`config.mk`:
```
export PLATFORM = sky130hd
export DESIGN_NAME = ctrv_mul
export DESIGN_NICKNAME = d
export VERILOG_FILES = /design/src/design/ctrv_pkg.sv /design/src/design/ctrv_mul.sv
export SDC_FILE = /design/constraint.sdc
export NUM_CORES = 2
export LEC_CHECK = 0
export ABC_AREA = 1
export BUFFER_PORTS_ARGS = -buffer_cell sky130_fd_sc_hd__buf_4
export CORE_UTILIZATION = 50
export DETAILED_ROUTE_END_ITERATION = 12
export GPL_TIMING_DRIVEN = 0
export PLACE_DENSITY = 0.65
export SYNTH_ARGS = -nofsm -noshare
export SYNTH_HDL_FRONTEND = slang
export SYNTH_SLANG_ARGS = --single-unit
```
`constraint.sdc`:
```
create_clock -name i_clk -period 20.9 [get_ports i_clk]
set_input_delay 0 -clock i_clk [delete_from_list [all_inputs] [get_ports i_clk]]
set_output_delay 0 -clock i_clk [all_outputs]
set_load 0.02 [all_outputs]
```
`src/design/ctrv_pkg.sv`:
```
// Shared types, constants and helper functions for the turning target motion block.
// Used by every module of the block; depends on nothing else.
package ctrv_pkg;

    // Angles are Q9.16 degrees.
    localparam logic [24:0] FULL_TURN     = 25'd23592960;
    localparam logic [24:0] HALF_TURN     = 25'd11796480;
    localparam logic [24:0] QUARTER_TURN  = 25'd5898240;
    localparam logic [24:0] THREE_QUARTER = 25'd17694720;

    // Arithmetic constants.
    localparam logic signed [33:0] CORDIC_GAIN    = 34'sd652032874;
    localparam logic signed [33:0] DEG_TO_RAD_Q30 = 34'sd18740330;
    localparam logic signed [33:0] RAD_TO_DEG_Q14 = 34'sd938734;
    localparam logic signed [23:0] STRAIGHT_LIMIT = 24'sd65;
    localparam logic [4:0]         ROTATIONS      = 5'd18;
    localparam int                 QUO_W          = 47;

    // Configuration register indexes.
    localparam logic [2:0] CFG_START_X       = 3'd0;
    localparam logic [2:0] CFG_START_Y       = 3'd1;
    localparam logic [2:0] CFG_START_HEADING = 3'd2;
    localparam logic [2:0] CFG_SPEED         = 3'd3;
    localparam logic [2:0] CFG_TURN_RATE     = 3'd4;

    typedef logic signed [39:0] t_pos;
    typedef logic signed [47:0] t_inc;
    typedef logic signed [33:0] t_opnd;
    typedef logic signed [67:0] t_prod;

    // Result of the rotation unit.
    typedef struct packed {
        logic               done;
        logic signed [33:0] x;
        logic signed [33:0] y;
        logic signed [25:0] z;
    } t_cordic_res;

    // Request to the divider.
    typedef struct packed {
        logic        start;
        logic [63:0] dividend;
        logic [35:0] divisor;
    } t_div_req;

    // Arctangent of 2^-i in Q.16 degrees.
    function automatic logic [21:0] atan_entry(input logic [4:0] idx);
        logic [21:0] v;
        case (idx)
            5'd0:    v = 22'd2949120;
            5'd1:    v = 22'd1740967;
            5'd2:    v = 22'd919879;
            5'd3:    v = 22'd466945;
            5'd4:    v = 22'd234379;
            5'd5:    v = 22'd117304;
            5'd6:    v = 22'd58666;
            5'd7:    v = 22'd29335;
            5'd8:    v = 22'd14667;
            5'd9:    v = 22'd7334;
            5'd10:   v = 22'd3667;
            5'd11:   v = 22'd1833;
            5'd12:   v = 22'd917;
            5'd13:   v = 22'd458;
            5'd14:   v = 22'd229;
            5'd15:   v = 22'd115;
            5'd16:   v = 22'd57;
            5'd17:   v = 22'd29;
            default: v = 22'd0;
        endcase
        return v;
    endfunction

    // Position plus increment, clamped to the signed 40 bit range.
    function automatic t_pos sat_add(input t_pos pos, input t_inc inc);
        logic [48:0] sum;
        t_pos        res;
        sum = {{9{pos[39]}}, pos} + {inc[47], inc};
        if (sum[48:39] == {10{sum[48]}}) begin
            res = sum[39:0];
        end else if (sum[48]) begin
            res = {1'b1, {39{1'b0}}};
        end else begin
            res = {1'b0, {39{1'b1}}};
        end
        return res;
    endfunction

endpackage

```
`src/design/ctrv_mul.sv`:
```
// Shared signed 34 x 34 multiplier with a registered product.
// Depends on ctrv_pkg for the operand and product types.
module ctrv_mul (
    input  logic           i_clk,
    input  ctrv_pkg::t_opnd i_a,
    input  ctrv_pkg::t_opnd i_b,
    output ctrv_pkg::t_prod o_p
);
    import ctrv_pkg::*;

    t_prod r_p;

    // The product is registered: it is ready in the cycle after the operands.
    always_ff @(posedge i_clk) begin
        r_p <= i_a * i_b;
    end

    assign o_p = r_p;

endmodule

```
==> results.cfg <==
[timing]
setup_viol = 0
fmax_mhz = 112.1
period_minus_slack_ps = 8924
worst_pin_slew_ps = 1498
timing.setup.tns_ps = 0
slew_violations = 0
relSlewSlack_pct = 0.1295
timing.final.crit_share_pct = 42.70
rsz0062_at_grt = false
hold_viol = 0

[global_routing]
grt_overflow = 0
grt_pass1_vias = 39550
grt_pass1_wl_um = 259300
grtUsageTotal_pct = 39.24
grt_max_degree = 19
antenna_found_initial = 4

[synthesis]
ys_seq_area_share_pct = 2.945
yosysUniqueCellTypes = 32
netlist_area_um2 = 46220
ys.flop_type = dfxtp_1
synth_edf_count = 0
synth.avg_cell_area_um2 = 7.740
syn_nets = 7486
synth-warning-count = 0
ys_seq_elements = 68
ys_async_sr_fraction_pct = 0
syn_inst = 5972

[placed_design]
port_buffers = 69
place_congestion = 1.078
dpl_cell_area_um2 = 48230
place.detailed.hpwl_um = 149300

[floorplan]
rows = 111
die_w_um = 306.1
coreArea_um2 = 91660
io_pins = 137
initial_core_util_pct = 50.43
die_area_um2 = 93670
die_h_um = 306.1

[detailed_routing]
drt_iter0_drc = 3553
wire_per_inst_um = 24.44
drc = 0
drt_first_pass_iters = 5
drt-total-wl_um = 177100
vias = 37880
routed_via_density = 5.228
ant_nets = 0

[clock_network]
cts.path.max_buffers = 2
path_clk_slew_ps = 60
clock-sinks = 68
cts_tree = built
cts_resized = 0
postCtsSetupBuffers = 0
cts_root_buf = clkbuf_16
cts_max_level = 3
cts_inserted_buffers = 9
hold_buffers = 0

[cells_and_area]
layout.nets = 7567
layout-drive-gt1-share_pct = 2.460
syn_to_final_growth_pct = 5.167
largest_reg_flops = 68
postLayoutCellArea_um2 = 48610

[flow_run]
drv_cap = 1

[setup_path]
cp-end-kind = flop
cp.arrival_ps = 9150
crit_type = input port to flop
critPathMaxStageDelay_ps = 1360
cp_max_fo = 18
worstSetupStartpointType = input port
crit_top_cell = fa_1
worstPathRequired_ps = 21120
crit_slowest_cell = fa_1

[worst_hold_path]
hold_class = input port to flop

[run_status]
status = complete, but fails checks
violations = max-capacitance violations
==> routing by layer <==
| metal | track usage [%] | wire (µm) | up-vias |
|---|---|---|---|
| met2 | 61.32 | 79000 | 2091 |
| met1 | 48.12 | 63420 | 19040 |
| met5 | 0 | 38 | - |
| met3 | 9.276 | 18770 | 553 |
| li1 | - | - | 16200 |
| met4 | 27.62 | 15880 | 6 |
==> cells by family (layout without fill, tap and decap cells) <==
| family | count (synthesis) | in the layout | share of synthesized area [%] |
|---|---|---|---|
| compound gates | 95 | 95 | 1.131 |
| simple gates | 1939 | 1939 | 16.58 |
| other cells | 0 | 3 | 0 |
| flops | 68 | 68 | 2.945 |
| fa+ha+maj | 1445 | 1445 | 59.27 |
| buf+inv | 2390 | 2476 | 19.41 |
| xor+xnor | 35 | 35 | 0.6632 |
==> Yosys cell counts, types with 2 or more instances <==
cell,instances,area (µm²)
nor2_1,115,431.7
inv_1,2116,7943
a21oi_1,59,295.3
nand2_1,1661,6235
or2_2,8,50.05
nor3_1,15,75.07
nor3_4,2,32.53
xor2_1,33,289.0
o21bai_1,11,82.58
clkbuf_1,269,1010
inv_2,3,11.26
fa_1,1241,24840
dfxtp_1,68,1361
nand2_4,2,22.52
nor3_2,5,50.05
ha_1,204,2552
a21oi_2,4,35.03
buf_1,2,7.510
nand3_1,70,350.3
xnor2_1,2,17.52
nand3b_1,3,22.52
nand4_1,19,118.9
nor2_2,9,56.30
nand3_2,7,70.07
o21ai_0,18,90.09
nand2_2,20,125.1
==> worst max-delay path, delay by kind of cell <==
family,cells,cell delay (ps)
fa+ha+maj,9,5480
buf+inv,8,2040
simple gates,9,1600
==> final cells by class <==
class | count | area [µm²]
Inverter | 2119 | 7954
Tap cell | 1186 | 1484
Buffer | 271 | 1017
Antenna cell | 3 | 7.507
Clock buffer | 9 | 225.2
Fill cell | 9102 | 43050
Timing Repair Buffer | 70 | 545.5
Sequential cell | 68 | 1361
Multi-Input combinational cell | 3514 | 35900
Clock inverter | 7 | 121.4
==> stage by stage <==
step	util, %	cells	worst slack (ps)	hold slack (ps)
global route	53.02	7244	11710	227.7
CTS	52.99	7243	12150	231.5
global placement	52.61	7227	11800	413.4
floorplan	-	5972	14080	279.0
detailed placement	52.62	7227	11800	410.1
finish	53.03	7247	11980	259.8
==> layout by cell type, fill, tap and decap left out, types with 3 or more instances in the layout <==
cell	count
a21oi_2	4
nor2_1	115
nand2_2	20
or2_2	8
diode_2	3
clkbuf_1	269
buf_4	69
ha_1	203
clkbuf_16	9
nor3_2	5
nand4_1	19
bufinv_16	3
nand2_1	1661
inv_2	3
nand3b_1	3
nand3_2	7
nor3_1	15
o21bai_1	11
nor2_2	9
dfxtp_1	68
inv_1	2116
a21oi_1	59
o21ai_0	18
nand3_1	70
xor2_1	33
fa_1	1240
==> worst paths after layout <==
| path | endpoint | depth (start not counted) | from | slack, ps |
|---|---|---|---|---|
| worst max-delay path | o_p[61] | 26 | i_a[33] | 11980 |
| worst min-delay path | o_p[0] | 3 | i_a[0] | 260 |
Power is left out: the tool's default activity adds up to more than one toggle a clock period on the data nets, which glitch-free logic cannot reach.
