## src/design/ctrv_pkg.sv

```systemverilog
// Shared types, constants and helper functions for the turning target motion block.
// Used by every module of the block; depends on nothing else.
package ctrv_pkg;

    // Angles are Q9.16 degrees.
    localparam logic [24:0] FULL_TURN     = 25'd23592960;
    localparam logic [24:0] HALF_TURN     = 25'd11796480;
    localparam logic [24:0] QUARTER_TURN  = 25'd5898240;
    localparam logic [24:0] THREE_QUARTER = 25'd17694720;

    // Arithmetic constants.
    localparam logic signed [33:0] CORDIC_GAIN    = 34'sd652032874;
    localparam logic signed [33:0] DEG_TO_RAD_Q30 = 34'sd18740330;
    localparam logic signed [33:0] RAD_TO_DEG_Q14 = 34'sd938734;
    localparam logic signed [23:0] STRAIGHT_LIMIT = 24'sd65;
    localparam logic [4:0]         ROTATIONS      = 5'd18;
    localparam int                 QUO_W          = 47;

    // Configuration register indexes.
    localparam logic [2:0] CFG_START_X       = 3'd0;
    localparam logic [2:0] CFG_START_Y       = 3'd1;
    localparam logic [2:0] CFG_START_HEADING = 3'd2;
    localparam logic [2:0] CFG_SPEED         = 3'd3;
    localparam logic [2:0] CFG_TURN_RATE     = 3'd4;

    typedef logic signed [39:0] t_pos;
    typedef logic signed [47:0] t_inc;
    typedef logic signed [33:0] t_opnd;
    typedef logic signed [67:0] t_prod;

    // Result of the rotation unit.
    typedef struct packed {
        logic               done;
        logic signed [33:0] x;
        logic signed [33:0] y;
        logic signed [25:0] z;
    } t_cordic_res;

    // Request to the divider.
    typedef struct packed {
        logic        start;
        logic [63:0] dividend;
        logic [35:0] divisor;
    } t_div_req;

    // Arctangent of 2^-i in Q.16 degrees.
    function automatic logic [21:0] atan_entry(input logic [4:0] idx);
        logic [21:0] v;
        case (idx)
            5'd0:    v = 22'd2949120;
            5'd1:    v = 22'd1740967;
            5'd2:    v = 22'd919879;
            5'd3:    v = 22'd466945;
            5'd4:    v = 22'd234379;
            5'd5:    v = 22'd117304;
            5'd6:    v = 22'd58666;
            5'd7:    v = 22'd29335;
            5'd8:    v = 22'd14667;
            5'd9:    v = 22'd7334;
            5'd10:   v = 22'd3667;
            5'd11:   v = 22'd1833;
            5'd12:   v = 22'd917;
            5'd13:   v = 22'd458;
            5'd14:   v = 22'd229;
            5'd15:   v = 22'd115;
            5'd16:   v = 22'd57;
            5'd17:   v = 22'd29;
            default: v = 22'd0;
        endcase
        return v;
    endfunction

    // Position plus increment, clamped to the signed 40 bit range.
    function automatic t_pos sat_add(input t_pos pos, input t_inc inc);
        logic [48:0] sum;
        t_pos        res;
        sum = {{9{pos[39]}}, pos} + {inc[47], inc};
        if (sum[48:39] == {10{sum[48]}}) begin
            res = sum[39:0];
        end else if (sum[48]) begin
            res = {1'b1, {39{1'b0}}};
        end else begin
            res = {1'b0, {39{1'b1}}};
        end
        return res;
    endfunction

endpackage

```

## src/design/ctrv_div.sv

```systemverilog
// Restoring divider, one quotient bit per cycle over a 64 bit dividend.
// Depends on ctrv_pkg for the request struct and the quotient width.
module ctrv_div (
    input  logic                       i_clk,
    input  logic                       i_rst_n,
    input  ctrv_pkg::t_div_req         i_req,
    output logic [ctrv_pkg::QUO_W-1:0] o_quo,
    output logic                       o_done
);
    import ctrv_pkg::*;

    logic [35:0] r_rem;
    logic [63:0] r_quo;
    logic [35:0] r_div;
    logic [5:0]  r_cnt;
    logic        r_busy;
    logic        r_done;

    logic [36:0] rem_sh;
    logic [37:0] diff;
    logic        ge;

    // Trial subtraction for the next quotient bit.
    always_comb begin
        rem_sh = {r_rem, r_quo[63]};
        diff   = {1'b0, rem_sh} - {2'b0, r_div};
        ge     = !diff[37];
    end

    // Control.
    always_ff @(posedge i_clk) begin
        if (!i_rst_n) begin
            r_busy <= 1'b0;
            r_done <= 1'b0;
            r_cnt  <= '0;
        end else begin
            r_done <= 1'b0;
            if (i_req.start) begin
                r_busy <= 1'b1;
                r_cnt  <= '0;
            end else if (r_busy) begin
                r_cnt <= r_cnt + 6'd1;
                if (r_cnt == 6'd63) begin
                    r_busy <= 1'b0;
                    r_done <= 1'b1;
                end
            end
        end
    end

    // Datapath: dividend bits shift out as quotient bits shift in.
    always_ff @(posedge i_clk) begin
        if (i_req.start) begin
            r_rem <= '0;
            r_quo <= i_req.dividend;
            r_div <= i_req.divisor;
        end else if (r_busy) begin
            r_rem <= ge ? diff[35:0] : rem_sh[35:0];
            r_quo <= {r_quo[62:0], ge};
        end
    end

    assign o_quo  = r_quo[QUO_W-1:0];
    assign o_done = r_done;

endmodule

```

## config.mk

```make
export PLATFORM = sky130hd
export DESIGN_NAME = ctrv_div
export DESIGN_NICKNAME = d
export VERILOG_FILES = /design/src/design/ctrv_pkg.sv /design/src/design/ctrv_div.sv
export SDC_FILE = /design/constraint.sdc
export NUM_CORES = 1
export LEC_CHECK = 0
export ABC_AREA = 1
export BUFFER_PORTS_ARGS = -buffer_cell sky130_fd_sc_hd__buf_2
export CAP_MARGIN = 20
export CORE_ASPECT_RATIO = 0.75
export CORE_MARGIN = 1
export CORE_UTILIZATION = 58
export CTS_CLUSTER_SIZE = 24
export DETAILED_ROUTE_END_ITERATION = 12
export GPL_TIMING_DRIVEN = 0
export HOLD_SLACK_MARGIN = 0.12
export MAX_ROUTING_LAYER = met4
export PLACE_DENSITY = 0.89
export REMOVE_ABC_BUFFERS = 1
export SLEW_MARGIN = 20
export SYNTH_ARGS = -nofsm -noshare
export SYNTH_HDL_FRONTEND = slang
export SYNTH_SLANG_ARGS = --single-unit
```

## constraint.sdc

```tcl
create_clock -name i_clk -period 3.33 [get_ports i_clk]
set_input_delay 0.1665 -clock i_clk [delete_from_list [all_inputs] [get_ports i_clk]]
set_output_delay 0.1665 -clock i_clk [all_outputs]
set_load 0.01 [all_outputs]
```

==> impl_results.md <==
- Final Max Tran Viols: 0
- Worst Path Max Fanout: 38
- Setup WS pre-CTS: -0.177 ns
- WP data arrival: approximately 3.5 ns
- Die ar.: around 16000 µm²
- Gp weighted congestion: between 0.9 and 1
- Max-slew headroom: 0.494
- Antenna-violating nets left: 0
- Syn-to-layout area delta: 24.4%
- CTS Buffer Depth: 2
- Post-route setup slack: ~0.24 ns
- Initial antenna violation count: 0
- Post-Synthesis Cell Area: between 9000 and 10000 µm²
- Post-CTS Setup Repair Bufs: 0
- Tmin final: 3.09 ns
- Period utilization: 0.929
- Leakage power: 5.95 nW
- Setup CP Type: register to register
- Die Width: around 150 µm
- Final Hold Fails: 0
- Hold Crit Class: input pin to register
- Drt via density: 5.42
- Skew final: roughly 0.014 ns
- Synth Instances: ~1300
- Ys Warns: 0
- Placed cells: ~1500
- Async SR Flop Fraction: 0
- Cell variety after synth: 34
- Reg2reg end: r_rem[21]
- Fmax: ~0.32 GHz
- Hold_sp: i_req[100]
- CP Capture Type: register
- Startpoint class of the critical path: register
- Via count: between 9000 and 10000
- Fin area: around 11000 µm²
- # rows: 39
- Hold Worst Slack: ~0.23 ns
- Routed wire per std cell: 16.4 µm
- Clk slew on worst S/H paths: 0.07 ns
- Total track usage: 0.355
- DRT iter0 DRCs: roughly 900
- #FFs+latches synth: between 100 and 150
- Clock Sinks: 144
- PortBufs: 150
- Layout cell share with drive strength beyond 1: 0.138
- Post-layout util: 0.741
- DP HPWL: 16700 µm
- Vias in the first global route: 8704
- DR DRC count: 0
- VDD IR-drop max: between 0.0002 and 0.0003 V
- Req. time, crit path: ~3.7 ns
- Ratio of total power to cell area: around 410 nW/µm²
- Post-DP Area: ~10000 µm²
- Setup violations, final: 0
- Sequential share of the synthesized area: 0.427
- Synthesized area per cell: between 7 and 8 µm²
- Max_cap viols: 0
- Final non-filler cell total: 1665
- Least-Margin Pin Slew: between 0.7 and 0.8 ns
- Largest net degree at the start of global routing: 70
- Status: complete, no violations
- Total CTS buffers: 17
- Core ar.: approximately 15000 µm²
- IO Pins: 151
- ANT cells: 0
- Clock latency on the worst-skew pair: around 0.44 ns
- Grt total ovfl: 0
- Final layout net count: between 1500 and 2000
- H-tree depth: 4
- R2R Path Start: r_div[18]
- WHS Endpoint: r_div[18]
- Routed WL: around 27000 µm
- CTS tree: done
- Drt first pass iters: 5
- Dominant synthesized flop cell: edfxtp_1
- Hold Crit Depth: 1
- Die height: roughly 110 µm
- RSZ-0062 raised after global routing: false
- Reg2reg setup slack: ~0.24 ns
- Clk root buf: clkbuf_16
- Starting Density: 0.596
- EDFF count, synth: 100
- First-pass GRT wire length: ~44000 µm
- R2r worst-path depth: 13
cell usage after synthesis (all sizes together), types with 3 or more instances:
master    n  area share
or2       3      0.0021
a21oi    33       0.019
buf      62       0.052
nor3      8      0.0044
a21o      4      0.0033
nor3b     4      0.0033
edfxtp  100        0.33
o21bai    3      0.0025
nor2     68       0.029
xor2      3      0.0029
nand3    99       0.057
xnor2    12       0.012
ha       37       0.051
nand4     8      0.0055
clkbuf   16      0.0066
dfxtp    44       0.097
o21ai    28       0.015
inv     190       0.078
nand3b   18       0.015
nand2   502        0.21
layer usage:
| layer | GRT usage | vias to the layer above | share of wire | wire length, µm |
|---|---|---|---|---|
| met5 | - | - | 0 | 0 |
| met4 | 0.124 | 0 | 0.022 | 611 |
| met3 | 0.0731 | 70 | 0.10 | 2720 |
| met2 | 0.542 | 570 | 0.46 | 12400 |
| met1 | 0.468 | 4120 | 0.42 | 11500 |
| li1 | - | 4257 | - | - |
cells by family after synthesis:
group	synth area share
compound gates	0.0430
xor+xnor	0.0144
fa+ha+maj	0.0531
buf+inv	0.137
flops	0.427
simple gates	0.325
state kept, by name, summed over array words and instances (netlist names):
name	flops
o_done	1
r_busy	1
r_cnt	6
r_div	36
r_quo	64
r_rem	36
critical path: stages, from the launching register on:
cell      delay, ns
edfxtp_1       0.37
inv_1          0.09
ha_1           0.30
nand2_1        0.11
nand2_1        0.13
nand2_1        0.09
nand3_1        0.08
a21oi_1        0.31
nand3_2        0.17
nand2_4        0.42
nand2_4        0.43
nand3_1        0.27
nand3_1        0.13
nand2_1        0.11
how the worst max path moves through the flow:
| stage | start | end |
|---|---|---|
| 2_1_floorplan | r_div[24] | r_rem[15] |
| 6_report | r_div[18] | r_rem[21] |
| 5_1_grt | r_div[22] | r_rem[15] |
| 3_5_place_dp | r_div[18] | r_rem[21] |
| 3_3_place_gp | i_req[100] | r_quo[26] |
| 4_1_cts | r_div[18] | r_rem[21] |
power by group:
part	internal, mW	switching [mW]	total (mW)
clock network	1.07	0.834	1.90
logic	0.278	0.383	0.660
registers	2.06	0.0629	2.12
per-stage QoR:
step	power, mW	setup TNS [ns]
after detailed placement	2.67	-1.51
after global routing	4.83	0
after floorplan	2.43	0
after CTS	4.62	0
after global placement	2.65	-240.72
final	4.69	0
final cells by class:
cell class | instances | area (µm²)
clock inverters | 12 | 125
inverters | 190 | 716
multi-input cells | 838 | 4000
repair buffers | 256 | 1890
fillers | 1075 | 3960
flip-flops and latches | 144 | 3880
clock buffers | 20 | 447
well taps | 205 | 256
layout by cell type, fill, tap and decap left out, types with 2 or more instances in the layout:
master           n
nand3_2          4
inv_1          188
o21bai_1         3
dlygate4sd3_1  101
and2_1           2
xor2_1           3
clkbuf_16       17
nor2_1          65
inv_6            4
nand2_4          2
nor2_4           2
buf_16           4
nor3b_1          4
o21ai_1          2
nand4_1          8
xnor2_1         12
a21oi_1         32
clkinv_4         2
edfxtp_1       100
or2_2            3
nor3_1           8
ha_1            37
clkinvlp_4       2
nand3b_1        18
nand3_1         95
a31oi_1          2
nand2_1        499
o21ai_0         26
clkbuf_1         2
buf_2          149
a21o_1           4
dfxtp_1         44
inv_8            2
what timing repair did:
action	4_1_cts	5_1_grt
endpoints found under the setup margin	36	36
hold buffers	101	0
pin swaps	0	0
resized for setup	1	1
hold endpoints to repair	101	0
Note: power is estimated with default switching activity, not from simulation.
